## src/rtl/pgwalk_pkg.sv

```systemverilog
package pgwalk_pkg;

    localparam int INDEX_BITS  = 9;
    localparam int PRESENT_BIT = 0;
    localparam int HUGE_BIT    = 7;

    // request types on the slave side
    localparam logic [1:0] REQ_TRANSLATE = 2'd0;
    localparam logic [1:0] REQ_MAP       = 2'd1;
    localparam logic [1:0] REQ_UNMAP     = 2'd2;
    localparam logic [1:0] REQ_DATA      = 2'd3;

    // result kinds on the master side
    localparam logic [1:0] KIND_READ  = 2'd0;
    localparam logic [1:0] KIND_WRITE = 2'd1;
    localparam logic [1:0] KIND_DONE  = 2'd2;

    // walk status codes
    localparam logic [1:0] ST_OK          = 2'd0;
    localparam logic [1:0] ST_NOT_PRESENT = 2'd1;
    localparam logic [1:0] ST_HUGE_BLOCK  = 2'd2;

    typedef struct packed {
        logic [1:0]  kind;
        logic [51:0] mem_addr;
        logic [63:0] write_data;
        logic [51:0] phys_result;
        logic [1:0]  walk_status;
        logic        tlb_invalidate;
        logic        last_of_run;
    } result_t;

    // table base is 4 KB aligned and idx*8 stays below 4 KB, so the add is a concat
    function automatic logic [51:0] entry_addr(input logic [51:0] tbl,
                                               input logic [1:0]  lvl,
                                               input logic [47:0] virt);
        logic [INDEX_BITS-1:0] idx;
        case (lvl)
            2'd0:    idx = virt[47:39];
            2'd1:    idx = virt[38:30];
            2'd2:    idx = virt[29:21];
            default: idx = virt[20:12];
        endcase
        return {tbl[51:12], idx, 3'b000};
    endfunction

endpackage

```

## src/rtl/four_level_page_walker.sv

```systemverilog
// Four-level page table walker, 512 entries per table, 8-byte entries.
// A translate, map or unmap request starts a walk from root_table_addr
// (set through cfg_wr_en/cfg_wr_data while idle); each level goes out as a
// memory read request on the master side, and the entry comes back as a
// data-return request (tuser = 3) on the slave side. Translate ends with a
// done result carrying the physical address, stopping early at a 1 GB or
// 2 MB huge entry. Map/unmap end with a leaf write followed by a done with
// tlb_invalidate set; a huge entry on their path ends with status 2. A
// missing entry ends any walk with status 1. New requests during a walk and
// data returns while idle are dropped without a result. Rate: one request
// per cycle on the slave side while the result queue has two free slots. A
// request is held in the input register until the core takes it; the core
// handles it combinationally and pushes its first result into the queue,
// whose head register drives the master side. The leaf-write return yields
// two results and so needs two master-side transfers. A four-deep result queue
// decouples the sides; the core takes a request only when two queue slots
// are free. Walk time is set by the memory round trip, not by this block.
module four_level_page_walker
    import pgwalk_pkg::*;
(
    input  logic         aclk,
    input  logic         aresetn,
    input  logic         cfg_wr_en,
    input  logic [51:0]  cfg_wr_data,     // root_table_addr
    input  logic         s_axis_tvalid,
    output logic         s_axis_tready,
    input  logic [231:0] s_axis_tdata,    // virt_addr[47:0], phys_addr[99:48],
                                          // map_flags[163:100], read_data[227:164]
    input  logic [1:0]   s_axis_tuser,    // req_type
    output logic         m_axis_tvalid,
    input  logic         m_axis_tready,
    output logic [175:0] m_axis_tdata,    // mem_addr[51:0], write_data[115:52],
                                          // phys_result[167:116], walk_status[169:168],
                                          // tlb_invalidate[170]
    output logic [1:0]   m_axis_tuser,    // out_kind
    output logic         m_axis_tlast     // last_of_run
);

    // input register
    logic         in_vld_reg;
    logic [1:0]   in_user_reg;
    logic [227:0] in_data_reg;

    logic         room2;
    logic         take;
    logic [1:0]   push_cnt;
    result_t      res0, res1, head;

    assign take          = in_vld_reg && room2;
    assign s_axis_tready = !in_vld_reg || take;

    always_ff @(posedge aclk) begin
        if (!aresetn) begin
            in_vld_reg <= 1'b0;
        end else if (s_axis_tready) begin
            in_vld_reg <= s_axis_tvalid;
        end
        if (s_axis_tready && s_axis_tvalid) begin
            in_user_reg <= s_axis_tuser;
            in_data_reg <= s_axis_tdata[227:0];
        end
    end

    pgwalk_core u_core (
        .aclk        (aclk),
        .aresetn     (aresetn),
        .in_valid    (take),
        .in_req      (in_user_reg),
        .in_virt     (in_data_reg[47:0]),
        .in_phys     (in_data_reg[99:48]),
        .in_flags    (in_data_reg[163:100]),
        .in_rdata    (in_data_reg[227:164]),
        .cfg_wr_en   (cfg_wr_en),
        .cfg_wr_data (cfg_wr_data),
        .push_cnt    (push_cnt),
        .res0        (res0),
        .res1        (res1)
    );

    // result queue; the master side reads its head register directly
    pgwalk_fifo u_fifo (
        .aclk      (aclk),
        .aresetn   (aresetn),
        .push_cnt  (push_cnt),
        .push0     (res0),
        .push1     (res1),
        .room2     (room2),
        .out_valid (m_axis_tvalid),
        .out_ready (m_axis_tready),
        .out_data  (head)
    );

    assign m_axis_tdata = {5'b0, head.tlb_invalidate, head.walk_status, head.phys_result,
                           head.write_data, head.mem_addr};
    assign m_axis_tuser = head.kind;
    assign m_axis_tlast = head.last_of_run;

endmodule

```

## src/rtl/pgwalk_core.sv

```systemverilog
module pgwalk_core
    import pgwalk_pkg::*;
(
    input  logic        aclk,
    input  logic        aresetn,
    input  logic        in_valid,
    input  logic [1:0]  in_req,
    input  logic [47:0] in_virt,
    input  logic [51:0] in_phys,
    input  logic [63:0] in_flags,
    input  logic [63:0] in_rdata,
    input  logic        cfg_wr_en,
    input  logic [51:0] cfg_wr_data,
    output logic [1:0]  push_cnt,
    output result_t     res0,
    output result_t     res1
);

    typedef enum logic {
        PH_IDLE,
        PH_WALK
    } phase_t;

    phase_t      phase_reg, phase_next;
    logic [1:0]  kind_reg, kind_next;
    logic [47:0] virt_reg, virt_next;
    logic [51:0] frame_reg, frame_next;
    logic [63:0] flags_reg, flags_next;
    logic [1:0]  level_reg, level_next;
    logic [51:0] root_reg;

    logic        translate;
    logic [63:0] map_entry;

    assign translate = (kind_reg == REQ_TRANSLATE);
    assign map_entry = {12'b0, frame_reg[51:12], 12'b0} | flags_reg
                     | (64'd1 << PRESENT_BIT);

    always_comb begin
        phase_next = phase_reg;
        kind_next  = kind_reg;
        virt_next  = virt_reg;
        frame_next = frame_reg;
        flags_next = flags_reg;
        level_next = level_reg;
        push_cnt   = 2'd0;
        res0       = '0;
        res1       = '0;
        if (in_valid) begin
            if (phase_reg == PH_IDLE) begin
                if (in_req != REQ_DATA) begin
                    kind_next        = in_req;
                    virt_next        = in_virt;
                    frame_next       = in_phys;
                    flags_next       = in_flags;
                    level_next       = 2'd0;
                    phase_next       = PH_WALK;
                    push_cnt         = 2'd1;
                    res0.kind        = KIND_READ;
                    res0.mem_addr    = entry_addr(root_reg, 2'd0, in_virt);
                    res0.last_of_run = 1'b1;
                end
            end else if (in_req == REQ_DATA) begin
                push_cnt         = 2'd1;
                res0.last_of_run = 1'b1;
                if (!in_rdata[PRESENT_BIT]) begin
                    phase_next       = PH_IDLE;
                    res0.kind        = KIND_DONE;
                    res0.walk_status = ST_NOT_PRESENT;
                end else if ((level_reg == 2'd1 || level_reg == 2'd2)
                             && in_rdata[HUGE_BIT]) begin
                    phase_next = PH_IDLE;
                    res0.kind  = KIND_DONE;
                    if (!translate) begin
                        res0.walk_status = ST_HUGE_BLOCK;
                    end else if (level_reg == 2'd1) begin
                        res0.phys_result = {in_rdata[51:30], virt_reg[29:0]};
                    end else begin
                        res0.phys_result = {in_rdata[51:21], virt_reg[20:0]};
                    end
                end else if (level_reg == 2'd3) begin
                    phase_next       = PH_IDLE;
                    res0.kind        = KIND_DONE;
                    res0.phys_result = {in_rdata[51:12], virt_reg[11:0]};
                end else if (level_reg == 2'd2 && !translate) begin
                    // leaf write then done, both from this one return
                    phase_next          = PH_IDLE;
                    push_cnt            = 2'd2;
                    res0.kind           = KIND_WRITE;
                    res0.mem_addr       = entry_addr(in_rdata[51:0], 2'd3, virt_reg);
                    res0.write_data     = (kind_reg == REQ_MAP) ? map_entry : 64'd0;
                    res0.last_of_run    = 1'b0;
                    res1.kind           = KIND_DONE;
                    res1.tlb_invalidate = 1'b1;
                    res1.last_of_run    = 1'b1;
                end else begin
                    level_next    = level_reg + 2'd1;
                    res0.kind     = KIND_READ;
                    res0.mem_addr = entry_addr(in_rdata[51:0], level_reg + 2'd1, virt_reg);
                end
            end
        end
    end

    always_ff @(posedge aclk) begin
        if (!aresetn) begin
            phase_reg <= PH_IDLE;
            kind_reg  <= REQ_TRANSLATE;
            virt_reg  <= '0;
            frame_reg <= '0;
            flags_reg <= '0;
            level_reg <= 2'd0;
            root_reg  <= '0;
        end else begin
            phase_reg <= phase_next;
            kind_reg  <= kind_next;
            virt_reg  <= virt_next;
            frame_reg <= frame_next;
            flags_reg <= flags_next;
            level_reg <= level_next;
            if (cfg_wr_en) begin
                root_reg <= cfg_wr_data;
            end
        end
    end

endmodule

```

## src/rtl/pgwalk_fifo.sv

```systemverilog
module pgwalk_fifo
    import pgwalk_pkg::*;
(
    input  logic       aclk,
    input  logic       aresetn,
    input  logic [1:0] push_cnt,
    input  result_t    push0,
    input  result_t    push1,
    output logic       room2,
    output logic       out_valid,
    input  logic       out_ready,
    output result_t    out_data
);

    localparam int DEPTH = 4;

    result_t     mem [DEPTH];
    logic [1:0]  wr_ptr_reg, wr_ptr_next;
    logic [1:0]  rd_ptr_reg, rd_ptr_next;
    logic [2:0]  count_reg, count_next;
    logic        pop;

    assign out_valid = (count_reg != 3'd0);
    assign out_data  = mem[rd_ptr_reg];
    assign room2     = (count_reg <= 3'(DEPTH - 2));
    assign pop       = out_valid && out_ready;

    always_comb begin
        wr_ptr_next = wr_ptr_reg + push_cnt;
        rd_ptr_next = rd_ptr_reg + {1'b0, pop};
        count_next  = count_reg + {1'b0, push_cnt} - {2'b0, pop};
    end

    always_ff @(posedge aclk) begin
        if (!aresetn) begin
            wr_ptr_reg <= '0;
            rd_ptr_reg <= '0;
            count_reg  <= '0;
        end else begin
            wr_ptr_reg <= wr_ptr_next;
            rd_ptr_reg <= rd_ptr_next;
            count_reg  <= count_next;
        end
    end

    always_ff @(posedge aclk) begin
        if (push_cnt != 2'd0) begin
            mem[wr_ptr_reg] <= push0;
        end
        if (push_cnt == 2'd2) begin
            mem[wr_ptr_reg + 2'd1] <= push1;
        end
    end

endmodule

```

## config.mk

```make
export PLATFORM = sky130hd
export DESIGN_NAME = four_level_page_walker
export DESIGN_NICKNAME = d
export VERILOG_FILES = /design/src/rtl/pgwalk_pkg.sv /design/src/rtl/four_level_page_walker.sv /design/src/rtl/pgwalk_core.sv /design/src/rtl/pgwalk_fifo.sv
export SDC_FILE = /design/constraint.sdc
export NUM_CORES = 2
export LEC_CHECK = 0
export BUFFER_PORTS_ARGS = -buffer_cell sky130_fd_sc_hd__buf_2
export CAP_MARGIN = 20
export CORE_ASPECT_RATIO = 0.75
export CORE_MARGIN = 2
export CORE_UTILIZATION = 55
export CTS_CLUSTER_SIZE = 25
export DETAILED_ROUTE_END_ITERATION = 8
export PLACE_DENSITY = 0.78
export SLEW_MARGIN = 20
export SYNTH_ARGS = -nofsm -noshare
export SYNTH_HDL_FRONTEND = slang
export SYNTH_SLANG_ARGS = --single-unit
```

## constraint.sdc

```tcl
create_clock -name aclk -period 8.6 [get_ports aclk]
set_input_delay 2.15 -clock aclk [delete_from_list [all_inputs] [get_ports aclk]]
set_output_delay 2.15 -clock aclk [all_outputs]
set_load 0.05 [all_outputs]
```

# --- After elaboration in Yosys (flattened, before gate mapping) ---
# Memory sizes are Yosys's and may differ from the RTL's. A register that Yosys moved wholly into a read port is not among the register bits.
# Index checks and enable logic that the tools add are counted.
totals:
  inputBits: 291
  regBits: 447
  mem_count: 1
  ramBits: 696
classes:
  n_eq_ne: 14
  order_cmp: 1
  bitwise: 2
  n_addsub: 6
  n_reduce_logical: 16
  mux: 69
mem_list:
  columns: ["name", "depth", "width", "read_ports", "rd_ports_with_merged_regs", "wr", "line", "source"]
  rows:
  - ["u_fifo.mem", 4, 174, 1, 1, 2, "pgwalk_fifo.sv:17", "result_t mem [DEPTH];"]
ops:
  columns: ["operator", "n"]
  rows:
  - ["two-way mux 172 bit", 2]
  - ["two-way mux 116 bit", 2]
  - ["two-way mux 52 bit", 4]
  - ["two-way mux 168 bit", 1]
  - ["two-way mux 64 bit", 2]
  - ["two-way mux 118 bit", 1]
  - ["two-way mux 2 bit", 35]
  - ["bitwise OR 52 x 64 -> 64 bit", 1]
  - ["two-way mux 54 bit", 1]
  - ["two-way mux 53 bit", 1]
  - ["two-way mux 30 bit", 1]
  - ["case mux 9 bit (3 select lines)", 1]
  - ["two-way mux 1 bit", 18]
  - ["inequality test 2 bit (second input constant)", 6]
  - ["equality test 2 bit (second input constant)", 5]
  - ["AND reduction 7 bit", 1]
  - ["equality test 2 x 1 -> 1 bit (second input constant)", 3]
  - ["logical AND 1 bit", 5]
  - ["adder 2 x 1 -> 2 bit (second input constant)", 2]
  - ["zero test 2 bit", 2]
  - ["nonzero test 2 bit", 2]
  - ["adder 3 x 2 -> 3 bit", 1]
  - ["less-or-equal comparator 3 x 2 -> 1 bit (second input constant)", 1]
  - ["AND reduction 3 bit", 1]
  - ["other kinds (7)", 9]

# --- Logic depth before layout (Yosys ltp) ---
depth:
  word_depth: 13
  depth_mapped: 12
  mapped_depth_nobuf: 12

# --- Modules after synthesis ---
# A second synthesis with hierarchy kept.
hier_totals:
  cells_unflattened: 3277
  area_unflattened_um2: 51318.0
modules_own_cells:
  columns: ["mod", "seq_area_each_um2", "cells_each", "instances", "area_each_um2"]
  rows:
  - ["pgwalk_fifo", 21040.2, 1728, 1, 33754.9]
  - ["pgwalk_core", 3923.8, 1307, 1, 10550.1]
  - ["four_level_page_walker", 6926.6, 242, 1, 7013.0]

# --- Worst setup path after synthesis ---
# OpenSTA, ideal clock, no wires.
synth_path:
  path_kind: "input to register"
  start: "in s_axis_tvalid"
  end: "reg in_data_reg[0], enable pin"
  required_time_ns: 8.022
  arrival_time_ns: 6.576
  path_slack_ns: 1.445
  path_stages: 1
  n_path_buf: 0
  path_cell_list: "and2_1"
synth_via:
  elab_chain_len: 1
synth_lines:
  columns: ["item", "line", "source"]
  rows:
  - ["start: declaration", "four_level_page_walker.sv:25", "input logic s_axis_tvalid,"]
  - ["logical AND 1 bit", "four_level_page_walker.sv:58", "if (s_axis_tready && s_axis_tvalid) begin"]
  - ["end signal: assignment", "four_level_page_walker.sv:60", "in_data_reg <= s_axis_tdata[227:0];"]
  - ["end: declaration", "four_level_page_walker.sv:42", "logic [227:0] in_data_reg;"]
# No other way between the ends.
# A chain may end at the register's enable or synchronous reset.

==> run metrics <==
Via density between 6 and 7; Setup CP Type reg2out; Remaining Overflow, GRT 0; Core Region 0.07544 mm^2; CP max FO between 90 and 100; RSZ-0062 raised after global routing no; DRT Wirelength ~120000 um; synthesized instance count between 4000 and 5000; Skew-Pair Late Insertion Delay about 0.68 ns; number of flip-flops in the largest register ~680; Worst-Margin Slew between 1 and 1.5 ns; Synth Area per Inst ~10 um^2; slowest stage delay, CP 1.00 ns; Clock Pin Slew Worst Setup and Hold Paths 0.06 ns; Initial Util about 56%; hold crit path type reg2reg; commonest non-fill, non-tap cells in the layout dfxtp_1, nand2_1, a21oi_1, buf_2, nor2_1; drt pass-1 iters 7; Max clock buf depth 3; Power Density 294.7 mW/mm^2; CTS tree done; final setup fails 0; die height 243.4 um; max cap viols 0; Die ar. roughly 0.079 mm^2; nets approximately 4600; min Tclk post-route about 5.6 ns; cts bufs inserted 99; Synth cell types 47; DRC Markers 0; initial antenna violation count 7; fillers between 5000 and 6000; post-CTS setup buffer count 0; Hold Crit Depth 2; Yosys reg bits 1083; worst-case reg-to-reg path depth 6; IO Pins between 400 and 500; Post-CTS Resized 0; Setup crit end kind primary output; fin area 0.04754 mm^2; Slew Limit Fails 0; Post-Syn Area 0.04204 mm^2; Warnings, synthesis 0; peak supply drop between 0.2 and 0.25 mV; DR iter-0 viols about 3600; vias roughly 33000; max_slew headroom 22.41%; endpoints failing hold 0; CTS root buf clkbuf_16; worst path required time around 6.5 ns; worst hold margin between 0.4 and 0.5 ns; HPWL after DPL roughly 69000 um; port bufs 412; DP Area about 0.044 mm^2; post-synthesis sequential area ratio between 50% and 60%; worst path cell trace buf_12 -> mux4_2 -> buf_2; first-pass GRT wire length 183200 um; total track usage between 20% and 30%; clk sink count about 1100; slowest CP cell dfxtp_4; number of global-route vias before repair about 32000; final setup TNS 0 ns; Placer Congestion 0.8270; Leakage Power ~17 nW; Clock Skews between 0.02 and 0.03 ns; most common cell after layout, fill and taps aside dfxtp_1; CP Launch Type flip-flop; layout cells sized above 1 19.50%; row cnt 87; Final period util approximately 65%; Post-DRT Antenna Nets 0; Hold Buf Count CTS 0; CTS H-tree lvls 3; Area Overhead vs Synth 13.11%; Die X 323.2 um; WL per Instance ~22 um; status finished, final reports clean; largest net degree at the start of global routing 130; crit path DAT 3.42 ns; f_max 179.6 MHz
[per-stage QoR]
| stage | power [mW] | utilization [%] | instances | setup slack [ns] |
|---|---|---|---|---|
| floorplan | 8.696 | - | 4129 | 1.445 |
| global placement | 9.439 | 58.49 | 5221 | 3.668 |
| detailed placement | 9.526 | 58.51 | 5222 | 3.657 |
| CTS | 14.04 | 63.00 | 5407 | 2.923 |
| global route | 14.52 | 63.02 | 5411 | 2.768 |
| finish | 14.01 | 63.03 | 5412 | 3.033 |
[power breakdown]
group	switching, mW	internal [mW]
logic	2.12	1.10
registers	0.412	5.82
clock network	1.94	2.61
total	4.48	9.53
[cell families after synthesis]
| group | share of synthesized area [%] |
|---|---|
| flip-flops | 56.51 |
| other | 0.008921 |
| AND/OR/NAND/NOR | 14.27 |
| buffers and inverters | 4.349 |
| adder cells (fa/ha/maj) | 0.3750 |
| XOR/XNOR | 0.1816 |
| multiplexers | 10.36 |
| AO/OA/AOI/OAI | 13.96 |
[metal layers]
metal	vias to the layer above	part of all wire [%]	routed length [um]	global-route usage, %
li1	15076	-	-	-
met1	16095	41	49580	41.72
met2	1739	46	55200	46.12
met3	240	9.0	10810	5.461
met4	4	3.4	4012	10.83
met5	-	0.025	30	0
[critical path, delay by kind of cell, from the launching register on]
kind / cells / cell delay, ns
buf+inv: 2 / 0.95
mux: 1 / 0.67
flops: 1 / 1.00
[worst paths after layout]
check	start	to	slack, ns
max	u_fifo.rd_ptr_reg[0]$_SDFF_PN0_	m_axis_tdata[121]	3.03
min	u_fifo.mem[2][56]$_SDFFE_PP0P_	u_fifo.mem[2][56]$_SDFFE_PP0P_	0.45
max reg2reg	u_core.phase_reg$_SDFFE_PN0P_	u_fifo.mem[1][1]$_DFFE_PP_	4.18
min reg2reg	u_fifo.mem[2][56]$_SDFFE_PP0P_	u_fifo.mem[2][56]$_SDFFE_PP0P_	0.45
[Yosys cell counts, drive strengths merged]
master  number  area (um^2)
and3        13        81.33
o21ai       79        395.4
nor4         4        61.31
a311o        1        10.01
a31oi       11        68.82
o21a         2        15.01
or2         40        250.2
nand2      686         2580
mux4       171         3851
mux2i       49        490.5
mux2         1        11.26
nand3      303         1521
fa           1        20.02
a222oi       9        90.09
or3          1        6.260
and2         8        50.05
a22oi      162         1216
a21o         2        15.01
a211oi     179         1344
conb         1        3.750
buf        232         1201
dfxtp      876        17540
inv         16        60.05
edfxtp     207         6216
nor2       357         1343
a21oi      486         2440
nor3        12        85.08
o31ai        1        7.510
a32o         4        40.04
nor2b        1        6.260
nand2b       2        12.51
clkbuf     151        566.8
o22ai       36        225.2
ha          11        137.6
xnor2        7        76.32
[final cells by class]
cell class              instances  area (um^2)  area share (%)
diodes                          5        12.51         0.02632
clock buffers                 144         2882           6.061
clock inverters                41        510.5           1.074
inverters                      16        85.08          0.1790
multi-input cells            2647        16610           34.94
flip-flops and latches       1083        23760           49.98
well taps                    1023         1280           2.692
repair buffers                453         2402           5.053
Note: power is estimated with default switching activity, not from simulation.
